===== src/design/assert_macros.svh =====
// Assertion macros shared by the curve plotter modules.
// No dependencies; included by each module that asserts.
`ifndef ASSERT_MACROS_SVH
`define ASSERT_MACROS_SVH

// Same-cycle implication under reset.
`define BCP_ASSERT_IMPL(lbl, clk, rst, ante, cons, msg) \
   lbl: assert property (@(posedge clk) disable iff (rst) (ante) |-> (cons)) \
      else $error(msg);

// Next-cycle implication under reset.
`define BCP_ASSERT_NEXT(lbl, clk, rst, ante, cons, msg) \
   lbl: assert property (@(posedge clk) disable iff (rst) (ante) |=> (cons)) \
      else $error(msg);

`endif


===== src/design/bcp_pkg.sv =====
// Shared types and constants of the curve plotter.
// No dependencies; imported by every module of the block.
package bcp_pkg;

   localparam int DEF_MAX_WIDTH   = 512;
   localparam int DEF_MAX_HEIGHT  = 512;
   localparam int DEF_CURVE_STEPS = 2000;

   localparam int COORD_W   = 16;
   localparam int DIM_W     = 13;
   localparam int CFG_IDX_W = 3;
   localparam int PIX_W     = 32;

   localparam logic [CFG_IDX_W-1:0] CSR_FRAME_WIDTH  = 3'd0;
   localparam logic [CFG_IDX_W-1:0] CSR_FRAME_HEIGHT = 3'd1;
   localparam logic [CFG_IDX_W-1:0] CSR_CONTRAST     = 3'd2;
   localparam logic [CFG_IDX_W-1:0] CSR_FADE         = 3'd3;
   localparam logic [CFG_IDX_W-1:0] CSR_CLIP_MODE    = 3'd4;

   localparam logic [9:0]       RST_FRAME_WIDTH  = 10'd400;
   localparam logic [9:0]       RST_FRAME_HEIGHT = 10'd400;
   localparam logic [PIX_W-1:0] RST_CONTRAST     = 32'd4287664168;
   localparam logic [PIX_W-1:0] RST_FADE         = 32'd84216335;

   typedef enum logic [1:0] {
      ACT_PLOT  = 2'd0,
      ACT_FADE  = 2'd1,
      ACT_CLEAR = 2'd2,
      ACT_READ  = 2'd3
   } action_type;

   typedef enum logic [1:0] {
      OP_ADD  = 2'd0,
      OP_SUB  = 2'd1,
      OP_READ = 2'd2
   } mem_op_type;

   typedef struct packed {
      logic       valid;
      mem_op_type op;
   } mem_req_type;

   typedef struct packed {
      logic               valid;
      logic               last;
      logic [COORD_W-1:0] x;
      logic [COORD_W-1:0] y;
   } point_type;

endpackage


===== src/design/bcp_bezier.sv =====
// Quadratic curve point generator: forward differences kept as quotient and
// remainder of the step count squared, set up by reciprocal multiplication. Uses bcp_pkg.
module bcp_bezier
   import bcp_pkg::*;
#(
   parameter int CURVE_STEPS = DEF_CURVE_STEPS
) (
   input  logic               clock,
   input  logic               reset,
   input  logic               start,
   input  logic [COORD_W-1:0] start_x,
   input  logic [COORD_W-1:0] start_y,
   input  logic [COORD_W-1:0] end_x,
   input  logic [COORD_W-1:0] end_y,
   input  logic [COORD_W-1:0] ctrl_x,
   input  logic [COORD_W-1:0] ctrl_y,
   output point_type          pt
);
`include "assert_macros.svh"

   localparam int M  = CURVE_STEPS * CURVE_STEPS;
   localparam int RW = $clog2(M + 1);
   localparam int DW = $clog2(CURVE_STEPS) + 20;
   localparam int QW = 18;
   localparam int JW = $clog2(CURVE_STEPS + 1);
   localparam int PW = DW + 32;
   localparam longint unsigned RECIP = (64'd1 << 32) / M;

   typedef enum logic [2:0] {
      B_IDLE = 3'b001,
      B_DIV  = 3'b010,
      B_STEP = 3'b100
   } bstate_type;

   typedef struct packed {
      logic signed [QW-1:0] q;
      logic [RW-1:0]        r;
      logic signed [QW-1:0] dq;
      logic [RW-1:0]        dr;
      logic signed [QW-1:0] aq;
      logic [RW-1:0]        ar;
   } axis_type;

   bstate_type          bst_ff, bst_in;
   logic [1:0]          dcnt_ff, dcnt_in;
   logic [1:0]          phase_ff, phase_in;
   logic [JW-1:0]       j_ff, j_in;
   logic [COORD_W-1:0]  sx_ff, sy_ff, ex_ff, ey_ff, cx_ff, cy_ff;
   axis_type            ax_ff, ay_ff;
   logic [DW-1:0]       dvd_ff, quo_ff, rem_ff;
   logic                neg_ff;

   logic [DW-1:0]       hx, hy, d0x, d0y, opnd;
   logic [PW-1:0]       prod;
   logic                ge;
   logic [DW-1:0]       quo_fix, rem_fix;
   logic [RW-1:0]       fr;
   logic signed [QW-1:0] qa, fq;

   function automatic axis_type step_axis(input axis_type a);
      axis_type    n;
      logic [RW:0] rs, ds;
      logic        c1, c2;
      n  = a;
      rs = {1'b0, a.r} + {1'b0, a.dr};
      c1 = (rs >= (RW+1)'(M));
      n.r = c1 ? RW'(rs - (RW+1)'(M)) : RW'(rs);
      n.q = a.q + a.dq + QW'(c1);
      ds = {1'b0, a.dr} + {1'b0, a.ar};
      c2 = (ds >= (RW+1)'(M));
      n.dr = c2 ? RW'(ds - (RW+1)'(M)) : RW'(ds);
      n.dq = a.dq + a.aq + QW'(c2);
      return n;
   endfunction

   // second difference term s - 2c + e, first difference 2N(c - s) + h
   always_comb begin
      hx  = DW'(sx_ff) + DW'(ex_ff) - (DW'(cx_ff) << 1);
      hy  = DW'(sy_ff) + DW'(ey_ff) - (DW'(cy_ff) << 1);
      d0x = (DW'(cx_ff) - DW'(sx_ff)) * DW'(2 * CURVE_STEPS) + hx;
      d0y = (DW'(cy_ff) - DW'(sy_ff)) * DW'(2 * CURVE_STEPS) + hy;
      case (phase_ff)
         2'd0:    opnd = d0x;
         2'd1:    opnd = hx << 1;
         2'd2:    opnd = d0y;
         default: opnd = hy << 1;
      endcase
   end

   // estimate falls at most one short; one compare and subtract settles it
   always_comb begin
      prod    = PW'(dvd_ff) * PW'(RECIP);
      ge      = (rem_ff >= DW'(M));
      quo_fix = ge ? quo_ff + DW'(1) : quo_ff;
      rem_fix = ge ? rem_ff - DW'(M) : rem_ff;
      qa      = QW'(quo_fix);
      if (!neg_ff) begin
         fq = qa;
         fr = RW'(rem_fix);
      end else if (rem_fix == '0) begin
         fq = -qa;
         fr = '0;
      end else begin
         fq = -qa - QW'(1);
         fr = RW'(DW'(M) - rem_fix);
      end
   end

   always_comb begin
      bst_in   = bst_ff;
      dcnt_in  = dcnt_ff;
      phase_in = phase_ff;
      j_in     = j_ff;
      case (bst_ff)
         B_IDLE: begin
            if (start) begin
               bst_in   = B_DIV;
               dcnt_in  = '0;
               phase_in = '0;
            end
         end
         B_DIV: begin
            dcnt_in = dcnt_ff + 2'd1;
            if (dcnt_ff == 2'd3) begin
               phase_in = phase_ff + 2'd1;
               if (phase_ff == 2'd3) begin
                  bst_in = B_STEP;
                  j_in   = '0;
               end
            end
         end
         B_STEP: begin
            j_in = j_ff + JW'(1);
            if (j_ff == JW'(CURVE_STEPS)) bst_in = B_IDLE;
         end
         default: bst_in = B_IDLE;
      endcase
   end

   always_ff @(posedge clock) begin
      if (reset) begin
         bst_ff   <= B_IDLE;
         dcnt_ff  <= '0;
         phase_ff <= '0;
         j_ff     <= '0;
      end else begin
         bst_ff   <= bst_in;
         dcnt_ff  <= dcnt_in;
         phase_ff <= phase_in;
         j_ff     <= j_in;
      end
   end

   always_ff @(posedge clock) begin
      if (bst_ff == B_IDLE && start) begin
         sx_ff <= start_x;  sy_ff <= start_y;
         ex_ff <= end_x;    ey_ff <= end_y;
         cx_ff <= ctrl_x;   cy_ff <= ctrl_y;
         ax_ff.q <= QW'(start_x);
         ax_ff.r <= '0;
         ay_ff.q <= QW'(start_y);
         ay_ff.r <= '0;
      end else if (bst_ff == B_DIV) begin
         case (dcnt_ff)
            2'd0: begin
               neg_ff <= opnd[DW-1];
               dvd_ff <= opnd[DW-1] ? -opnd : opnd;
            end
            2'd1:    quo_ff <= prod[PW-1:32];
            2'd2:    rem_ff <= dvd_ff - quo_ff * DW'(M);
            default: begin
               case (phase_ff)
                  2'd0:    begin ax_ff.dq <= fq; ax_ff.dr <= fr; end
                  2'd1:    begin ax_ff.aq <= fq; ax_ff.ar <= fr; end
                  2'd2:    begin ay_ff.dq <= fq; ay_ff.dr <= fr; end
                  default: begin ay_ff.aq <= fq; ay_ff.ar <= fr; end
               endcase
            end
         endcase
      end else if (bst_ff == B_STEP) begin
         ax_ff <= step_axis(ax_ff);
         ay_ff <= step_axis(ay_ff);
      end
   end

   assign pt.valid = (bst_ff == B_STEP);
   assign pt.last  = (bst_ff == B_STEP) && (j_ff == JW'(CURVE_STEPS));
   assign pt.x     = ax_ff.q[COORD_W-1:0];
   assign pt.y     = ay_ff.q[COORD_W-1:0];

   `BCP_ASSERT_IMPL(a_start_idle, clock, reset, start, bst_ff == B_IDLE,
      "curve start while generator busy")
   `BCP_ASSERT_IMPL(a_point_bound, clock, reset, pt.valid, j_ff <= JW'(CURVE_STEPS),
      "curve step count past the last point")
   `BCP_ASSERT_NEXT(a_last_idle, clock, reset, pt.last, bst_ff == B_IDLE,
      "generator did not stop after the last point")

endmodule


===== config.mk =====
export PLATFORM = sky130hd
export DESIGN_NAME = bcp_bezier
export DESIGN_NICKNAME = d
export VERILOG_FILES = /design/src/design/bcp_pkg.sv /design/src/design/bcp_bezier.sv
export VERILOG_INCLUDE_DIRS = /design/src /design/src/design
export SDC_FILE = /design/constraint.sdc
export NUM_CORES = 2
export LEC_CHECK = 0
export ABC_AREA = 0
export BUFFER_PORTS_ARGS = -buffer_cell sky130_fd_sc_hd__buf_2
export CORE_MARGIN = 2
export CORE_UTILIZATION = 55
export DETAILED_ROUTE_END_ITERATION = 8
export PLACE_DENSITY = 0.75
export SKIP_LAST_GASP = 1
export SLEW_MARGIN = 20
export SYNTH_ARGS = -nofsm -noshare
export SYNTH_HDL_FRONTEND = slang
export SYNTH_SLANG_ARGS = --single-unit

===== constraint.sdc =====
create_clock -name clock -period 9.5 [get_ports clock]
set_input_delay 0.475 -clock clock [delete_from_list [all_inputs] [get_ports clock]]
set_output_delay 0.475 -clock clock [all_outputs]
set_load 0.01 [all_outputs]

==> flow_summary.ini <==
[critical_path]
rrSetupSlack_ns = 0.32
critPathSlowestCell = or4b_4
crit_type = register to register
path_delay_family = compound AO/OA/AOI/OAI gates
regToRegEndpoint = dvd_ff[7]
max_stage_delay_ns = 0.56
endpoint = dvd_ff[7]
start_kind = register
critPathLaunch = sy_ff[1]
worstPathMaxFanout = 8
cp.arrival_ns = 9.55
crit_buf_inv = 7
worst_r2r_path_depth = 44
required_ns = 9.87
path_depth = 44
r2r-start = sy_ff[1]
crit_path_end_kind = register

[run]
drv_cap = 0

[synth]
yosys-mux-area-fraction_pct = 0.709
synth_top_family_by_area = adder cells
synth_xor_area_share_pct = 8.14
ys_async_sr_fraction_pct = 0
ys_seq_elements = 415
ys_types = 112
synth_adder_area_share_pct = 26.6
synth_area_per_cell_um2 = 9.19
ys.flop_type = edfxtp_1
syn-instance-count = 4840
syn_nets = 5747
synth-edff-count = 353
synth_warnings = 0
synth_area_um2 = 44500
ys_seq_area_share_pct = 26.6
synth-simple-area-share_pct = 13.5
synth_compound_area_share_pct = 17.1

[clocking]
numCtsBuffers = 50
cts_max_path_buffers = 3
htreeDepth = 2
root_buffer = clkbuf_16
path_clk_slew_ns = 0.06
clk_latency_ns = 0.63
cts.sinks = 415
cts_tree = yes

[layout]
drive_gt1_share_pct = 9.75
final_common_cell = inv_1
areaGrowthSynthToFinish_pct = 10.9
mostFrequentLayoutCells = 703 x inv_1, 575 x ha_1, 353 x edfxtp_1
nets = 5973

[sta]
setup_violations = 0
finalHoldViolCount = 0
relSlewSlack_pct = 35.1
fmax_ghz = 0.109
worst_pin_slew_ns = 0.962
slew_violations = 0
clock-skew-final_ns = 0.0298
fin_crit_ns = 9.18
setup_ws_ns = 0.316
fin_crit_sh_pct = 96.7

[placed_design]
portBuffers = 132
place_congestion = 0.969
dp_hpwl_mm = 90.8
dp_slack_ns = -0.577

[floorplan]
io_pins = 133
dieWidth_um = 288
start_util_pct = 55.4
fp.dieH_um = 288
fp-row-count = 104
die_area_um2 = 83200
core_um2 = 80300

[detailed_routing]
wirelength_mm = 115
via_per_inst = 5.85
drt.antenna.violating_nets = 0
vias = 36100
drt-wirelength-per-cell_um = 18.7
dr.pass1.iters = 8
drc_errors = 0
drt-initial-drc-count = 2733

[global_routing]
gr-total-overflow = 0
grt_max_degree = 126
grt_usage_pct = 27.6
grt_pass1_wl_mm = 184
grt_antenna_before_repair = 3
grt_pass1_vias = 35600

[worst_hold_path]
hold_class = input pin to register

[run_status]
status = finished clean
## cell type report
cell class | count | area, µm²
Antenna cell | 4 | 10.0
Clock inverter | 35 | 519
Timing Repair Buffer | 290 | 1910
Inverter | 710 | 2670
Clock buffer | 58 | 1330
Multi-Input combinational cell | 3599 | 29700
Tap cell | 1060 | 1330
Sequential cell | 415 | 11800
Fill cell | 6616 | 31000
## per-layer routing
metal	track usage, %	share of wire, %
met5	0	0
met2	46.3	47
met3	4.51	7.2
met4	9.75	3.6
met1	36.2	43
## sequential cells by signal, indices dropped and copies added, names as in the netlist
signal and count:
dcnt_ff 2, neg_ff 1, bst_ff 3, phase_ff 2, cx_ff 16, j_ff 11
ex_ff 16, pt 32, ay_ff 98, sx_ff 16, dvd_ff 31, ey_ff 16
ax_ff 98, quo_ff 10, sy_ff 16, cy_ff 16, rem_ff 31
## worst register-to-register path, delay by kind of cell, from the launching register on
| family | cells | cell delay [ns] |
|---|---|---|
| AO/OA/AOI/OAI | 19 | 3.36 |
| AND/OR/NAND/NOR | 6 | 1.06 |
| XOR/XNOR | 4 | 0.53 |
| flip-flops | 1 | 0.41 |
| buffers and inverters | 7 | 0.63 |
| adder cells (fa/ha/maj) | 7 | 2.83 |
| multiplexers | 1 | 0.12 |
## timing repair
item / CTS / global route
hold buffers: 13 / 0
cloned: 0 / 0
hold endpoints to repair: 13 / 0
pin swaps: 3 / 23
gates resized for setup: 18 / 45
setup buffers: 1 / 6
setup endpoints to repair: 31 / 31
## kinds of logic after synthesis
| group | after synthesis |
|---|---|
| DFF | 415 |
| adders and majority gates | 808 |
| and+or+nand+nor | 1196 |
| muxes | 30 |
| xor gates and xnor gates | 411 |
| AOI/OAI and AO/OA | 1154 |
| buffers and inverters | 826 |
## through the flow
step	instances	area [µm²]	setup TNS (ns)	utilization (%)	hold WS, ns
3_3_place_gp	6053	47000	-10.76	58.5	0.439
6_report	6171	49300	0	61.4	0.0246
3_5_place_dp	6054	47000	-15.28	58.6	0.450
2_1_floorplan	4840	44500	0	-	0.429
5_1_grt	6170	49300	-1.23	61.4	0.0121
4_1_cts	6161	49100	0	61.1	0.000111
## worst min path at each step
| stage | from | to | slack [ns] | cells past startpoint |
|---|---|---|---|---|
| 6_report | ctrl_x[2] | cx_ff[2] | 0.02 | 1 |
| 2_1_floorplan | ax_ff[89] | ax_ff[89] | 0.43 | 2 |
| 4_1_cts | ctrl_x[2] | cx_ff[2] | 0.0001 | 1 |
| 3_5_place_dp | ay_ff[96] | ay_ff[96] | 0.45 | 2 |
| 5_1_grt | end_x[4] | ex_ff[4] | 0.01 | 1 |
| 3_3_place_gp | ay_ff[85] | ay_ff[85] | 0.44 | 2 |
## synth_stat cells, drive strengths merged (54+ instances only)
cell	n	area share (%)
inv	709	6.0
xor2	125	2.5
nand2	292	2.5
a21o	91	1.5
nor2b	71	1.0
nor3	95	1.1
ha	576	16
a21oi	244	2.8
o21ai	310	3.5
nand3	105	1.2
xnor2	285	5.6
dfxtp	62	2.8
a31oi	54	0.77
nor2	294	2.5
clkbuf	71	0.60
edfxtp	353	24
fa	232	10
nand2b	61	0.86
Power is not shown: default switching activity piles up to over one toggle a cycle in this logic, so the estimate is an artifact.
